<file path="src/hw/rtl/mandelbrot_escape_pixel_unit_assert.svh">
// Assertion macros used by mep_ctrl.
`ifndef MANDELBROT_ESCAPE_PIXEL_UNIT_ASSERT_SVH
`define MANDELBROT_ESCAPE_PIXEL_UNIT_ASSERT_SVH

// Same-cycle implication, disabled while reset is asserted.
`define MEP_ASSERT_NOW(lbl, clk, rstn, ante, cons) \
  lbl: assert property (@(posedge clk) disable iff (!rstn) (ante) |-> (cons)) \
    else $error("mep assertion failed");

// Next-cycle implication, disabled while reset is asserted.
`define MEP_ASSERT_NEXT(lbl, clk, rstn, ante, cons) \
  lbl: assert property (@(posedge clk) disable iff (!rstn) (ante) |=> (cons)) \
    else $error("mep assertion failed");

`endif

</file>
<file path="src/hw/rtl/mep_pkg.sv">
package mep_pkg;

  localparam int ColW   = 8;
  localparam int RowW   = 7;
  localparam int IterW  = 10;
  localparam int StepW  = 31;
  localparam int DataW  = 32;
  localparam int ApbAw  = 4;
  localparam int RowsDflt = 128;

  localparam longint SpanQ = 64'sd644245094;
  localparam logic signed [31:0] XOrgRst = -32'sd536870912;
  localparam logic signed [31:0] YOrgRst = -32'sd322122547;
  localparam logic [IterW-1:0] MaxIterRst = 10'd100;
  localparam logic [63:0] EscLimit = 64'h0400_0000_0000_0000;

  typedef enum logic [1:0] {
    REG_X_ORIGIN = 2'd0,
    REG_Y_ORIGIN = 2'd1,
    REG_STEP     = 2'd2,
    REG_MAX_ITER = 2'd3
  } mep_reg_e;

  typedef enum logic [2:0] {
    ST_IDLE,
    ST_COORD,
    ST_MUL,
    ST_UPD,
    ST_EMIT
  } mep_state_e;

  typedef struct packed {
    logic signed [31:0] x_origin;
    logic signed [31:0] y_origin;
    logic [StepW-1:0]   step;
    logic [IterW-1:0]   max_iter;
  } mep_cfg_t;

  typedef struct packed {
    logic load;
    logic coord;
    logic mul;
    logic upd;
    logic emit;
  } mep_cmd_t;

  typedef struct packed {
    logic done;
  } mep_sts_t;

  function automatic logic signed [31:0] sat32(input logic signed [40:0] v);
    if (v > 41'sd2147483647) begin
      return 32'sh7FFF_FFFF;
    end else if (v < -41'sd2147483648) begin
      return 32'sh8000_0000;
    end else begin
      return v[31:0];
    end
  endfunction

endpackage

</file>
<file path="src/hw/rtl/mep_regs.sv">
module mep_regs #(
  parameter int ROWS = mep_pkg::RowsDflt
) (
  input  logic                        clk_i,
  input  logic                        rst_ni,
  input  logic                        psel,
  input  logic                        penable,
  input  logic                        pwrite,
  input  logic [mep_pkg::ApbAw-1:0]   paddr,
  input  logic [mep_pkg::DataW-1:0]   pwdata,
  output logic [mep_pkg::DataW-1:0]   prdata,
  output logic                        pready,
  output mep_pkg::mep_cfg_t           cfg_o
);
  import mep_pkg::*;

  localparam longint StepRst = (SpanQ + ROWS / 2) / ROWS;

  mep_cfg_t cfg_q, cfg_d;
  mep_reg_e sel;
  logic     wr;

  assign sel    = mep_reg_e'(paddr[3:2]);
  assign wr     = psel && penable && pwrite;
  assign pready = 1'b1;
  assign cfg_o  = cfg_q;

  always_comb begin
    cfg_d = cfg_q;
    if (wr) begin
      unique case (sel)
        REG_X_ORIGIN: cfg_d.x_origin = pwdata;
        REG_Y_ORIGIN: cfg_d.y_origin = pwdata;
        REG_STEP:     cfg_d.step     = pwdata[StepW-1:0];
        REG_MAX_ITER: cfg_d.max_iter = pwdata[IterW-1:0];
      endcase
    end
  end

  always_comb begin
    unique case (sel)
      REG_X_ORIGIN: prdata = cfg_q.x_origin;
      REG_Y_ORIGIN: prdata = cfg_q.y_origin;
      REG_STEP:     prdata = {{(DataW-StepW){1'b0}}, cfg_q.step};
      REG_MAX_ITER: prdata = {{(DataW-IterW){1'b0}}, cfg_q.max_iter};
    endcase
  end

  always_ff @(posedge clk_i or negedge rst_ni) begin
    if (!rst_ni) begin
      cfg_q.x_origin <= XOrgRst;
      cfg_q.y_origin <= YOrgRst;
      cfg_q.step     <= StepRst[StepW-1:0];
      cfg_q.max_iter <= MaxIterRst;
    end else begin
      cfg_q <= cfg_d;
    end
  end

endmodule

</file>
<file path="config.mk">
export PLATFORM = sky130hd
export DESIGN_NAME = mep_regs
export DESIGN_NICKNAME = d
export VERILOG_FILES = /design/src/hw/rtl/mandelbrot_escape_pixel_unit_assert.svh /design/src/hw/rtl/mep_pkg.sv /design/src/hw/rtl/mep_regs.sv
export SDC_FILE = /design/constraint.sdc
export NUM_CORES = 1
export LEC_CHECK = 0
export ABC_CLOCK_PERIOD_IN_PS = 3300
export BUFFER_PORTS_ARGS = -buffer_cell sky130_fd_sc_hd__buf_2
export CELL_PAD_IN_SITES_DETAIL_PLACEMENT = 1
export CELL_PAD_IN_SITES_GLOBAL_PLACEMENT = 1
export CORE_MARGIN = 2
export CORE_UTILIZATION = 42
export DETAILED_ROUTE_END_ITERATION = 16
export PLACE_DENSITY = 0.82
export SYNTH_ARGS = -nofsm -noshare
export SYNTH_HDL_FRONTEND = slang
export SYNTH_SLANG_ARGS = --single-unit
</file>
<file path="constraint.sdc">
create_clock -name clk_i -period 3.3 [get_ports clk_i]
set_input_delay 0.33 -clock clk_i [delete_from_list [all_inputs] [get_ports clk_i]]
set_output_delay 0.33 -clock clk_i [all_outputs]
set_load 0.05 [all_outputs]
</file>
==> results.py <==
metrics = {
    "cts": {
        "cts_buffer_depth": 2,
        "clkTransAtPathRegs_ns": 0.07,
        "cts.repair.resized": 0,
        "cts-buffers-inserted": 9,
        "clock_latency_ns": 0.33,
        "cts_tree": "done",
        "hold_buffers": 0,
        "ctsRootBufferMaster": "clkbuf_16",
        "postCtsSetupBuffers": 0,
        "h-tree-depth": 3,
        "cts.sinks": 105,
    },
    "power_and_ir_drop": {
        "power_mw": 5.57,
        "leakagePower_nw": 3.06,
        "power_density_nw_per_um2": 902,
        "ir_worst_vdd_mv": 0.399,
    },
    "placed_design": {
        "gp_congestion": 0.779,
        "placed_cells": 619,
        "dp_hpwl_um": 8620,
        "port_buffers": 175,
    },
    "routing": {
        "wl_per_cell_um": 19.8,
        "drtAntennaViolNets": 0,
        "viasPerCell": 5.14,
        "vias": 3264,
        "drc": 0,
        "firstDrtPassIters": 4,
        "drt-total-wl_um": 12600,
        "drtIter0Drc": 141,
    },
    "synthesis": {
        "syn_avg_cell_area_sq_um": 15.2,
        "syn_nets": 357,
        "syn_inst": 316,
        "synth.distinct_cells": 24,
        "synthTopCellsByCount": "73 x mux2_2, 69 x dfrtp_1, 36 x dfstp_2, 30 x mux2_4, 22 x mux2i_1",
        "async_flop_share": 1.00,
        "ys.flop_type": "dfrtp_1",
        "netlist_area_sq_um": 4800,
        "ys_ff_latch": 105,
        "ys_top_cells_by_area": "dfrtp_1 36%, dfstp_2 20%, mux2_2 17%, mux2_4 9.4%, mux4_2 4.7%",
        "synth_edf_count": 0,
        "ys_seq_area_frac": 0.556,
        "synth_most_common_cell": "mux2_2",
        "synth.largest_area_cell": "dfrtp_1",
        "synth_warnings": 0,
        "synth_top_area_frac": 0.359,
    },
    "worst_setup_path": {
        "rr_startpoint": "cfg_o[7]",
        "crit_type": "in2out",
        "cpMaxStageDelayCell": "nor2b_2",
        "cp_max_fo": 21,
        "arrival_ns": 2.28,
        "slowest_delay_ns": 1.00,
        "critPathLaunchType": "primary input",
        "cp-startpoint": "paddr[3]",
        "worstSetupEndpointType": "primary output",
        "path_cells": "buf_2, nor2b_2, nand2_1, o21ai_0, buf_2",
        "required_ns": 2.97,
        "crit_top_cell": "buf_2",
    },
    "timing": {
        "timing.final.crit_period_ns": 2.61,
        "maxSlewViolCount": 0,
        "slew_headroom": 0.228,
        "fmax_mhz": 384,
        "whs_ns": 0.0409,
        "rsz0062_at_grt": "false",
        "worstMarginPinSlew_ns": 1.15,
        "finalCritPeriodShare": 0.790,
        "tns_ns": 0,
        "finalSetupViolCount": 0,
        "finalClockSkew_ns": 0,
        "timing.final.hold_violations": 0,
    },
    "job": {
        "drv_cap": 0,
    },
    "floorplan": {
        "die_w_um": 111,
        "io_pins": 179,
        "start_util": 0.426,
        "die_area_sq_um": 12300,
        "fp.dieH_um": 111,
        "num_rows": 39,
        "core-area_sq_um": 11300,
    },
    "global_routing": {
        "grt_max_degree": 106,
        "first_global_vias": 3538,
        "grt_overflow": 0,
        "antenna_found_initial": 0,
        "grt_usage": 0.204,
        "grt_pass1_wl_um": 19800,
    },
    "finish": {
        "nets": 528,
        "finalNonFillerCells": 635,
        "diodes": 0,
        "largest_reg_flops": 105,
        "areaGrowthSynthToFinish_pct": 28.5,
        "num-fill-cells": 1189,
        "drive_gt1_frac": 0.715,
    },
    "outcome": {
        "outcome": "finished, final reports clean",
    },
    "worst_hold_path": {
        "hold_path_class": "in2async",
    },
}
## where the power goes
group	leakage (nW)	switching, mW	internal (mW)
logic	1.67	1.78	0.644
registers	1.22	0.238	1.67
clock network	0.173	0.459	0.785
## final cells by class
class	instances	area [sq um]	share of cell area
clock inverters	4	98.8	0.0160
inverters	1	3.75	0.000608
multi-input cells	188	1990	0.323
clock buffers	12	256	0.0416
flip-flops and latches	105	2670	0.433
repair buffers	182	968	0.157
well taps	143	179	0.0290
## placed cells by master, fill, tap and decap left out, drive strengths merged, types with 2 or more instances in the layout
master  synthesis  final
clkbuf          4     12
mux2i          22     22
mux4           10     10
buf            18    182
dfrtp          69     69
nand2          21     21
dfstp          36     36
bufinv          0      3
o21ai          21     21
mux2          105    105
nor2            2      2
## worst paths after layout
check | cells past startpoint | endpoint | slack [ns]
max in group asynchronous | 2 | cfg_o[64] | 2.80
max reg2reg | 1 | cfg_o[7] | 2.50
min reg2reg | 1 | cfg_o[99] | 0.52
min in group clk_i | 2 | cfg_o[99] | 0.24
min | 2 | cfg_o[15] | 0.04
max | 5 | prdata[13] | 0.69
## routing by layer
layer | vias up | global-route usage | part of all wire
met2 | 83 | 0.373 | 0.54
met1 | 1702 | 0.253 | 0.41
li1 | 1468 | - | -
met3 | 11 | 0.0262 | 0.034
met4 | 0 | 0.0608 | 0.012
met5 | - | 0 | 0
## worst max-delay path: cells and delay by family
| kind | cells | cell delay (ns) |
|---|---|---|
| buf+inv | 2 | 0.66 |
| compound gates | 1 | 0.13 |
| simple gates | 2 | 1.15 |
## stage by stage
stage	setup slack, ns	instance area [sq um]	util
6_report	0.694	6170	0.548
5_1_grt	0.497	6170	0.548
4_1_cts	0.637	6170	0.548
3_5_place_dp	0.651	5820	0.516
3_3_place_gp	0.729	5820	0.516
2_1_floorplan	0.824	4800	-
## kinds of logic (layout without fill, tap and decap cells)
logic type      count (synthesis)  in the layout  share of synthesized area
mux                           137            137                      0.362
buf+inv                        23            199                     0.0323
other cells                     1              1                   0.000781
compound gates                 21             21                     0.0219
simple gates                   29             29                     0.0263
flops                         105            105                      0.556
Power figures use the tool's default switching activity.
