### config.mk
export PLATFORM = sky130hd
export DESIGN_NAME = mep_ctrl
export DESIGN_NICKNAME = d
export VERILOG_FILES = /design/src/hw/rtl/mep_pkg.sv /design/src/hw/rtl/mep_ctrl.sv
export VERILOG_INCLUDE_DIRS = /design/src /design/src/hw/rtl
export SDC_FILE = /design/constraint.sdc
export NUM_CORES = 1
export LEC_CHECK = 0
export BUFFER_PORTS_ARGS = -buffer_cell sky130_fd_sc_hd__buf_4
export CORE_AREA = 5 5 42 44
export CTS_BUF_LIST = sky130_fd_sc_hd__clkbuf_4 sky130_fd_sc_hd__clkbuf_8
export DETAILED_ROUTE_END_ITERATION = 8
export DIE_AREA = 0 0 47 49
export PLACE_DENSITY = 0.33
export RECOVER_POWER = 100
export SLEW_MARGIN = 15
export SYNTH_ARGS = -nofsm -noshare
export SYNTH_HDL_FRONTEND = slang
export SYNTH_SLANG_ARGS = --single-unit
### constraint.sdc
create_clock -name clk_i -period 3.5 [get_ports clk_i]
set_clock_uncertainty 0.15 [all_clocks]
set_input_delay 0.525 -clock clk_i [delete_from_list [all_inputs] [get_ports clk_i]]
set_output_delay 0.525 -clock clk_i [all_outputs]
set_load 0.02 [all_outputs]
### src/hw/rtl/mandelbrot_escape_pixel_unit_assert.svh
// Assertion macros used by mep_ctrl.
`ifndef MANDELBROT_ESCAPE_PIXEL_UNIT_ASSERT_SVH
`define MANDELBROT_ESCAPE_PIXEL_UNIT_ASSERT_SVH

// Same-cycle implication, disabled while reset is asserted.
`define MEP_ASSERT_NOW(lbl, clk, rstn, ante, cons) \
  lbl: assert property (@(posedge clk) disable iff (!rstn) (ante) |-> (cons)) \
    else $error("mep assertion failed");

// Next-cycle implication, disabled while reset is asserted.
`define MEP_ASSERT_NEXT(lbl, clk, rstn, ante, cons) \
  lbl: assert property (@(posedge clk) disable iff (!rstn) (ante) |=> (cons)) \
    else $error("mep assertion failed");

`endif

### src/hw/rtl/mep_pkg.sv
package mep_pkg;

  localparam int ColW   = 8;
  localparam int RowW   = 7;
  localparam int IterW  = 10;
  localparam int StepW  = 31;
  localparam int DataW  = 32;
  localparam int ApbAw  = 4;
  localparam int RowsDflt = 128;

  localparam longint SpanQ = 64'sd644245094;
  localparam logic signed [31:0] XOrgRst = -32'sd536870912;
  localparam logic signed [31:0] YOrgRst = -32'sd322122547;
  localparam logic [IterW-1:0] MaxIterRst = 10'd100;
  localparam logic [63:0] EscLimit = 64'h0400_0000_0000_0000;

  typedef enum logic [1:0] {
    REG_X_ORIGIN = 2'd0,
    REG_Y_ORIGIN = 2'd1,
    REG_STEP     = 2'd2,
    REG_MAX_ITER = 2'd3
  } mep_reg_e;

  typedef enum logic [2:0] {
    ST_IDLE,
    ST_COORD,
    ST_MUL,
    ST_UPD,
    ST_EMIT
  } mep_state_e;

  typedef struct packed {
    logic signed [31:0] x_origin;
    logic signed [31:0] y_origin;
    logic [StepW-1:0]   step;
    logic [IterW-1:0]   max_iter;
  } mep_cfg_t;

  typedef struct packed {
    logic load;
    logic coord;
    logic mul;
    logic upd;
    logic emit;
  } mep_cmd_t;

  typedef struct packed {
    logic done;
  } mep_sts_t;

  function automatic logic signed [31:0] sat32(input logic signed [40:0] v);
    if (v > 41'sd2147483647) begin
      return 32'sh7FFF_FFFF;
    end else if (v < -41'sd2147483648) begin
      return 32'sh8000_0000;
    end else begin
      return v[31:0];
    end
  endfunction

endpackage

### src/hw/rtl/mep_ctrl.sv
`include "mandelbrot_escape_pixel_unit_assert.svh"

module mep_ctrl (
  input  logic              clk_i,
  input  logic              rst_ni,
  input  logic              in_valid_i,
  output logic              in_ready_o,
  output logic              out_valid_o,
  input  logic              out_ready_i,
  input  mep_pkg::mep_sts_t sts_i,
  output mep_pkg::mep_cmd_t cmd_o
);
  import mep_pkg::*;

  mep_state_e state_q, state_d;
  logic       out_valid_q, out_valid_d;
  logic       out_free;

  assign out_free    = !out_valid_q || out_ready_i;
  assign out_valid_o = out_valid_q;

  always_comb begin
    state_d = state_q;
    unique case (state_q)
      ST_IDLE:  if (in_valid_i) state_d = ST_COORD;
      ST_COORD: state_d = ST_MUL;
      ST_MUL:   state_d = ST_UPD;
      ST_UPD:   state_d = sts_i.done ? ST_EMIT : ST_MUL;
      ST_EMIT:  if (out_free) state_d = ST_IDLE;
      default:  state_d = ST_IDLE;
    endcase
  end

  always_comb begin
    in_ready_o  = (state_q == ST_IDLE);
    cmd_o.load  = (state_q == ST_IDLE) && in_valid_i;
    cmd_o.coord = (state_q == ST_COORD);
    cmd_o.mul   = (state_q == ST_MUL);
    cmd_o.upd   = (state_q == ST_UPD) && !sts_i.done;
    cmd_o.emit  = (state_q == ST_EMIT) && out_free;
    out_valid_d = cmd_o.emit ? 1'b1 : (out_ready_i ? 1'b0 : out_valid_q);
  end

  always_ff @(posedge clk_i or negedge rst_ni) begin
    if (!rst_ni) begin
      state_q     <= ST_IDLE;
      out_valid_q <= 1'b0;
    end else begin
      state_q     <= state_d;
      out_valid_q <= out_valid_d;
    end
  end

  `MEP_ASSERT_NEXT(a_accept_starts, clk_i, rst_ni, in_valid_i && in_ready_o, state_q == ST_COORD)
  `MEP_ASSERT_NOW(a_emit_slot_free, clk_i, rst_ni, cmd_o.emit, !out_valid_q || out_ready_i)
  `MEP_ASSERT_NEXT(a_loop_back, clk_i, rst_ni, cmd_o.upd, state_q == ST_MUL)
  `MEP_ASSERT_NEXT(a_emit_shows, clk_i, rst_ni, cmd_o.emit, out_valid_q && state_q == ST_IDLE)

endmodule

==> impl_metrics.xml, run 1 <==
<?xml version="1.0" encoding="UTF-8"?>
<metrics>
  <group name="power_and_ir_drop">
    <metric name="cellLeakagePower" unit="nW">0.131</metric>
    <metric name="power.density" unit="mW/mm2">862</metric>
    <metric name="power.share.sequential" unit="%">34.5</metric>
    <metric name="irDropWorstVdd" unit="mV">0.237</metric>
    <metric name="internal_dissipation" unit="uW">147</metric>
    <metric name="share_clk_of_total_power" unit="%">21.6</metric>
    <metric name="part_of_the_power_in_combinational_logic" unit="%">43.9</metric>
    <metric name="report.power.total" unit="uW">266</metric>
    <metric name="switching_power" unit="uW">119</metric>
    <metric name="power_switching_share" unit="%">44.7</metric>
  </group>
  <group name="final_layout">
    <metric name="seq_area" unit="um2">100</metric>
    <metric name="insertedDiodeCount" unit="">0</metric>
    <metric name="number_of_fillers_in_the_final_layout" unit="">166</metric>
    <metric name="layout.cells.non_filler" unit="">51</metric>
    <metric name="utilization_after_layout" unit="%">22.1</metric>
    <metric name="finish.net_count" unit="">42</metric>
    <metric name="multiInputGateArea" unit="um2">100</metric>
    <metric name="areaGrowthSynthToFinish" unit="%">39.5</metric>
    <metric name="layout-drive-gt1-share" unit="%">22.9</metric>
  </group>
  <group name="logic_synthesis">
    <metric name="synth_edf_count" unit="">0</metric>
    <metric name="ys.warnings.count" unit="">0</metric>
    <metric name="syn_nets" unit="">27</metric>
    <metric name="synth_simple_gate_area_share" unit="%">34.5</metric>
    <metric name="synth.most_common_cell" unit="">sky130_fd_sc_hd__dfrtp_1</metric>
    <metric name="post_synth_inst_count" unit="">22</metric>
    <metric name="synth.distinct_cells" unit="">14</metric>
    <metric name="synth_adder_area_share" unit="%">0</metric>
    <metric name="synthDominantAreaCellType" unit="">sky130_fd_sc_hd__dfrtp_1</metric>
    <metric name="combinational_family_with_the_most_area_after_synthesis" unit="">simple AND/OR/NAND/NOR gates</metric>
    <metric name="synth_mux_area_share" unit="%">0</metric>
    <metric name="postSynthRegisterBits" unit="">4</metric>
    <metric name="synth_async_sr_flop_share" unit="%">100</metric>
    <metric name="synth.cell_area" unit="um2">221</metric>
    <metric name="netlist.area_leader.share" unit="%">45.2</metric>
    <metric name="postSynth.topFlopCell" unit="">sky130_fd_sc_hd__dfrtp_1</metric>
    <metric name="avgSynthCellArea" unit="um2">10.1</metric>
    <metric name="synth.yosys.seq_area_share" unit="%">45.2</metric>
    <metric name="synth-compound-area-share" unit="%">11.9</metric>
    <metric name="synth_top_cells_by_area" unit="">sky130_fd_sc_hd__dfrtp_1 45%, sky130_fd_sc_hd__nor3b_1 6.8%, sky130_fd_sc_hd__nand2b_1 5.6%, sky130_fd_sc_hd__o22ai_2 5.6%, sky130_fd_sc_hd__buf_6 5.1%</metric>
    <metric name="post_synth_xor_area_fraction" unit="%">0</metric>
  </group>
  <group name="timing">
    <metric name="slew_headroom" unit="%">82.1</metric>
    <metric name="grt_setup_unrepaired" unit="">no</metric>
    <metric name="layout_worst_path_cycle_share" unit="%">61.7</metric>
    <metric name="number_of_max_slew_violations_in_the_final_report" unit="">0</metric>
    <metric name="tightest_slew" unit="ns">0.270</metric>
    <metric name="finalSetupTns" unit="ns">0</metric>
    <metric name="finalCriticalPeriod" unit="ns">2.16</metric>
    <metric name="max_freq" unit="MHz">463</metric>
    <metric name="setup_viol" unit="">0</metric>
    <metric name="fin_hold_ws" unit="ns">0.345</metric>
    <metric name="hold_violations" unit="">0</metric>
  </group>
  <group name="cts">
    <metric name="post_cts_buffers" unit="">0</metric>
    <metric name="cts-htree-levels" unit="">1</metric>
    <metric name="clock_insertion_delay_worst_skew" unit="ns">0.23</metric>
    <metric name="cts_made_buffers" unit="">3</metric>
    <metric name="cts_repair_resize_count" unit="">0</metric>
    <metric name="cts-root-to-sink-buffers" unit="">2</metric>
    <metric name="cts_hold_buf" unit="">1</metric>
    <metric name="tritoncts" unit="">done</metric>
    <metric name="clkTransAtPathRegs" unit="ns">0.04</metric>
    <metric name="cts_sinks" unit="">4</metric>
    <metric name="cts_root_buf" unit="">sky130_fd_sc_hd__clkbuf_4</metric>
  </group>
  <group name="floorplanning">
    <metric name="start_util" unit="%">15.8</metric>
    <metric name="rows" unit="">14</metric>
    <metric name="die_width" unit="um">47</metric>
    <metric name="die_h" unit="um">49</metric>
    <metric name="core_region_area" unit="mm2">0.00140</metric>
    <metric name="die_area" unit="mm2">0.00230</metric>
    <metric name="top_level_ports" unit="">12</metric>
  </group>
  <group name="global_routing">
    <metric name="grt_first_pass_wirelength" unit="um">807</metric>
    <metric name="groute.layer.met3.usage" unit="%">1.48</metric>
    <metric name="maximum_number_of_pins_on_one_net_before_global_route_repair" unit="">10</metric>
    <metric name="grt_most_used_layer" unit="">met4</metric>
    <metric name="grt.overflow.total" unit="">0</metric>
    <metric name="groute.usage.overall" unit="%">5.17</metric>
    <metric name="gr-usage-met1" unit="%">5.80</metric>
    <metric name="initial_antenna_violation_count" unit="">0</metric>
    <metric name="global_route.usage.met2" unit="%">6.33</metric>
    <metric name="vias_in_the_first_global_route" unit="">217</metric>
  </group>
  <group name="route">
    <metric name="firstDrtPassIters" unit="">2</metric>
    <metric name="num_vias" unit="">195</metric>
    <metric name="ant_nets" unit="">0</metric>
    <metric name="post_drt_wl_per_cell" unit="um">9.80</metric>
    <metric name="dr.first_iter.drc_count" unit="">3</metric>
    <metric name="totalWireLength" unit="um">500</metric>
    <metric name="route.detailed.drc" unit="">0</metric>
    <metric name="via_per_inst" unit="">3.82</metric>
  </group>
  <group name="outcome">
    <metric name="outcome" unit="">finished clean</metric>
  </group>
  <group name="setup_path">
    <metric name="arrival" unit="ns">1.48</metric>
    <metric name="crit_required" unit="ns">2.82</metric>
    <metric name="critical-path-max-stage-delay" unit="ns">0.45</metric>
    <metric name="worst_setup_path_end_kind" unit="">output port</metric>
    <metric name="cp-start-kind" unit="">flop</metric>
    <metric name="critical-path-slowest-cell" unit="">sky130_fd_sc_hd__or3b_1</metric>
    <metric name="setup.worst_path.class" unit="">flop to output port</metric>
    <metric name="critical_path.cell_chain" unit="">or3b_1 &gt; nor2b_1 &gt; clkbuf_1</metric>
    <metric name="timing.critical_path.fanout_max" unit="">7</metric>
  </group>
  <group name="hold_path">
    <metric name="hp-class" unit="">input pin to flop</metric>
  </group>
  <group name="place">
    <metric name="port_buffers" unit="">11</metric>
    <metric name="detailedPlacementHpwl" unit="um">387</metric>
    <metric name="gpl.final_weighted_congestion" unit="">0.649</metric>
    <metric name="numPlacedInstances" unit="">47</metric>
  </group>
  <group name="flow_run">
    <metric name="maxCapViolations" unit="">0</metric>
  </group>
</metrics>
-- per-stage QoR --
step	area, um2	setup slack (ns)
detailed placement	305	1.70
global placement	305	1.69
CTS	338	1.45
global route	309	1.28
finish	309	1.34
floorplan	221	1.49
-- metal layers --
layer	wire length, um	up-vias
li1	-	100
met1	224	89
met2	246	6
met3	29	0
met4	0	0
met5	0	-
-- sequential cells by signal, indices dropped and copies added (netlist names) --
name and flops:
out_valid_o 1, state_q 3
-- critical path, delay by kind of cell (launching register included) --
family / cells / cell delay, ns
flops: 1 / 0.44
simple gates: 2 / 0.57
buf+inv: 1 / 0.24
-- cell families after synthesis --
family                 count (synthesis)
AOI/OAI and AO/OA                      3
and+or+nand+nor                       13
DFF                                    4
buffers and inverters                  2
-- layout by cell type (no fill, tap or decap) --
master                          n
sky130_fd_sc_hd__clkbuf_4       3
sky130_fd_sc_hd__nand2b_1       2
sky130_fd_sc_hd__o21bai_1       1
sky130_fd_sc_hd__nor3_1         2
sky130_fd_sc_hd__o22ai_2        1
sky130_fd_sc_hd__or3b_1         1
sky130_fd_sc_hd__dfrtp_1        4
sky130_fd_sc_hd__and2_0         1
sky130_fd_sc_hd__dlygate4sd3_1  1
sky130_fd_sc_hd__buf_4          4
sky130_fd_sc_hd__nand2_1        2
sky130_fd_sc_hd__clkbuf_1       7
sky130_fd_sc_hd__nor3b_1        2
sky130_fd_sc_hd__a31oi_1        1
sky130_fd_sc_hd__nor2_1         2
sky130_fd_sc_hd__nor2b_1        1
-- final cells by class --
type | instances | share of cell area [%]
Timing Repair Buffer | 12 | 21.5
Sequential cell | 4 | 32.4
Clock buffer | 3 | 7.29
Multi-Input combinational cell | 16 | 32.4
Tap cell | 16 | 6.48
-- final timing paths --
path                       slack (ns)  depth (start not counted)  startpoint          end
setup reg to reg                 2.24                          2  state_q[1]   state_q[2]
max in group asynchronous        2.53                          2      rst_ni  out_valid_o
hold reg to reg                  0.36                          1  state_q[2]   state_q[0]
hold / removal                   0.34                          2       sts_i   state_q[1]
min in group asynchronous        0.50                          2      rst_ni   state_q[1]
setup / recovery                 1.34                          3  state_q[1]     cmd_o[0]
-- power groups by stage --
stage | clock (mW) | combinational (mW) | sequential [mW]
after global routing | 0.0634 | 0.127 | 0.0964
after detailed placement | 0 | 0.140 | 0.0935
final | 0.0575 | 0.117 | 0.0919
after floorplan | 0 | 0.106 | 0.0825
after global placement | 0 | 0.140 | 0.0950
after CTS | 0.0594 | 0.141 | 0.0929
No activity file was read; power rests on OpenSTA's default activity.
==> run 2, diff against run 1 <==
--- a/config.mk
+++ b/config.mk
@@ -11,7 +11,7 @@
 export CTS_BUF_LIST = sky130_fd_sc_hd__clkbuf_4 sky130_fd_sc_hd__clkbuf_8
 export DETAILED_ROUTE_END_ITERATION = 8
 export DIE_AREA = 0 0 47 49
-export PLACE_DENSITY = 0.33
+export PLACE_DENSITY = 0.34
 export RECOVER_POWER = 100
 export SLEW_MARGIN = 15
 export SYNTH_ARGS = -nofsm -noshare
==> constraint.sdc (replaced) <==
create_clock -name clk_i -period 1.93 [get_ports clk_i]
set_clock_uncertainty 0.15 [all_clocks]
set_input_delay 0.2895 -clock clk_i [delete_from_list [all_inputs] [get_ports clk_i]]
set_output_delay 0.2895 -clock clk_i [all_outputs]
set_load 0.02 [all_outputs]
==> impl_metrics.xml, run 2 (synthesis gave the netlist of run 1 again) <==
<?xml version="1.0" encoding="UTF-8"?>
<metrics>
  <group name="outcome">
    <metric name="outcome" unit="">finished clean</metric>
  </group>
  <group name="floorplanning">
    <metric name="rows" unit="">14</metric>
    <metric name="die_width" unit="um">47</metric>
    <metric name="top_level_ports" unit="">12</metric>
    <metric name="core_region_area" unit="mm2">0.00140</metric>
    <metric name="die_area" unit="mm2">0.00230</metric>
    <metric name="start_util" unit="%">15.8</metric>
    <metric name="die_h" unit="um">49</metric>
  </group>
  <group name="route">
    <metric name="dr.first_iter.drc_count" unit="">5</metric>
    <metric name="num_vias" unit="">206</metric>
    <metric name="firstDrtPassIters" unit="">4</metric>
    <metric name="ant_nets" unit="">0</metric>
    <metric name="route.detailed.drc" unit="">0</metric>
    <metric name="totalWireLength" unit="um">507</metric>
    <metric name="via_per_inst" unit="">4.04</metric>
    <metric name="post_drt_wl_per_cell" unit="um">9.94</metric>
  </group>
  <group name="setup_path">
    <metric name="cp-start-kind" unit="">flop</metric>
    <metric name="worst_setup_path_end_kind" unit="">output port</metric>
    <metric name="worst_r2r_startpoint" unit="">state_q[0]</metric>
    <metric name="arrival" unit="ns">1.39</metric>
    <metric name="setup.worst_path.class" unit="">flop to output port</metric>
    <metric name="cp-startpoint" unit="">state_q[0]</metric>
    <metric name="timing.critical_path.fanout_max" unit="">9</metric>
    <metric name="crit_required" unit="ns">1.49</metric>
  </group>
  <group name="global_routing">
    <metric name="groute.usage.overall" unit="%">6.14</metric>
    <metric name="vias_in_the_first_global_route" unit="">221</metric>
    <metric name="grt.overflow.total" unit="">0</metric>
    <metric name="initial_antenna_violation_count" unit="">0</metric>
    <metric name="maximum_number_of_pins_on_one_net_before_global_route_repair" unit="">10</metric>
    <metric name="grt_first_pass_wirelength" unit="um">883</metric>
  </group>
  <group name="timing">
    <metric name="finalCriticalPeriod" unit="ns">1.83</metric>
    <metric name="tightest_slew" unit="ns">0.256</metric>
    <metric name="number_of_max_slew_violations_in_the_final_report" unit="">0</metric>
    <metric name="grt_setup_unrepaired" unit="">no</metric>
    <metric name="setup_viol" unit="">0</metric>
    <metric name="finalSetupTns" unit="ns">0</metric>
    <metric name="layout_worst_path_cycle_share" unit="%">94.6</metric>
    <metric name="max_freq" unit="MHz">548</metric>
    <metric name="slew_headroom" unit="%">83.0</metric>
    <metric name="hold_violations" unit="">0</metric>
  </group>
  <group name="place">
    <metric name="gpl.final_weighted_congestion" unit="">0.777</metric>
    <metric name="port_buffers" unit="">11</metric>
    <metric name="numPlacedInstances" unit="">47</metric>
    <metric name="detailedPlacementHpwl" unit="um">399</metric>
  </group>
  <group name="final_layout">
    <metric name="largest_register" unit="">state_q</metric>
    <metric name="insertedDiodeCount" unit="">0</metric>
    <metric name="finish.net_count" unit="">42</metric>
    <metric name="areaGrowthSynthToFinish" unit="%">38.4</metric>
    <metric name="layout-drive-gt1-share" unit="%">25.7</metric>
    <metric name="largest_register_ff_count" unit="">3</metric>
    <metric name="most-common-layout-cells" unit="">6 x sky130_fd_sc_hd__clkbuf_1, 4 x sky130_fd_sc_hd__buf_4, 4 x sky130_fd_sc_hd__dfrtp_1, 3 x sky130_fd_sc_hd__clkbuf_4</metric>
    <metric name="mostFrequentLayoutCell" unit="">sky130_fd_sc_hd__clkbuf_1</metric>
    <metric name="layout.cells.non_filler" unit="">51</metric>
  </group>
  <group name="cts">
    <metric name="cts_root_buf" unit="">sky130_fd_sc_hd__clkbuf_4</metric>
    <metric name="cts_repair_resize_count" unit="">0</metric>
    <metric name="tritoncts" unit="">done</metric>
    <metric name="clock_insertion_delay_worst_skew" unit="ns">0.24</metric>
    <metric name="cts_made_buffers" unit="">3</metric>
    <metric name="post_cts_buffers" unit="">0</metric>
    <metric name="cts-root-to-sink-buffers" unit="">2</metric>
    <metric name="cts-htree-levels" unit="">1</metric>
    <metric name="clkTransAtPathRegs" unit="ns">0.04</metric>
    <metric name="cts_sinks" unit="">4</metric>
  </group>
  <group name="power_and_ir_drop">
    <metric name="power_switching_share" unit="%">44.6</metric>
    <metric name="irDropWorstVdd" unit="mV">0.527</metric>
    <metric name="cellLeakagePower" unit="nW">0.135</metric>
    <metric name="share_clk_of_total_power" unit="%">21.5</metric>
    <metric name="power.share.sequential" unit="%">34.9</metric>
    <metric name="part_of_the_power_in_combinational_logic" unit="%">43.6</metric>
    <metric name="internal_dissipation" unit="uW">267</metric>
    <metric name="power.density" unit="mW/mm2">1570</metric>
    <metric name="switching_power" unit="uW">215</metric>
  </group>
  <group name="hold_path">
    <metric name="worstHoldStart" unit="">sts_i</metric>
    <metric name="hp-class" unit="">input pin to flop</metric>
  </group>
  <group name="flow_run">
    <metric name="maxCapViolations" unit="">0</metric>
  </group>
</metrics>
-- run 2: layer usage --
layer	part of all wire (%)	vias to the layer above	routed length, um	track usage (%)
met5	0	-	0	0
met4	8.7	0	44	9.68
met3	5.5	4	28	2.21
met2	43	10	219	7.47
met1	42	91	214	5.97
li1	-	101	-	-
-- run 2: path summary, 6_finish.rpt --
path / slack (ns) / endpoint / depth (start not counted)
max in group asynchronous: 1.20 / out_valid_o / 2
max reg2reg: 0.69 / state_q[2] / 2
min reg2reg: 0.38 / state_q[0] / 1
min: 0.13 / state_q[1] / 2
max: 0.10 / cmd_o[0] / 3
min in group asynchronous: 0.25 / state_q[0] / 2
-- run 2: stage by stage --
stage / setup slack (ns) / hold WS [ns] / utilization (%) / power (mW) / cell area [um2]
final: 0.105 / 0.126 / 21.9 / 0.483 / 307
after global routing: 0.0289 / 0.122 / 21.9 / 0.529 / 307
after CTS: 0.110 / 0.121 / 24.1 / 0.536 / 338
after detailed placement: 0.364 / -0.0649 / 21.8 / 0.427 / 305
after global placement: 0.355 / -0.0606 / 21.8 / 0.429 / 305
after floorplan: 0.155 / -0.156 / - / 0.342 / 221
-- run 2: area by class of cell --
type                            instances  area [um2]
Multi-Input combinational cell         16        96.3
Timing Repair Buffer                   12        67.6
Sequential cell                         4         100
Tap cell                               16        20.0
Clock buffer                            3        22.5
Fill cell                             169        1090
-- run 2: power by group through the flow --
stage | clock network, mW | logic [mW] | registers (mW)
5_1_grt | 0.118 | 0.229 | 0.181
2_1_floorplan | 0 | 0.192 | 0.150
4_1_cts | 0.108 | 0.261 | 0.168
3_3_place_gp | 0 | 0.261 | 0.168
6_report | 0.104 | 0.210 | 0.168
3_5_place_dp | 0 | 0.258 | 0.169
-- run 2: repair_timing --
item / CTS / global route
endpoints found under the hold margin: 4 / 0
hold buffers: 1 / 0
setup endpoints to repair: 0 / 0
-- run 2: critical path: stages (launching register included) --
cell and delay (ns):
sky130_fd_sc_hd__dfrtp_1 0.45, sky130_fd_sc_hd__or3b_4 0.41, sky130_fd_sc_hd__nor2b_1 0.11, sky130_fd_sc_hd__clkbuf_2 0.17
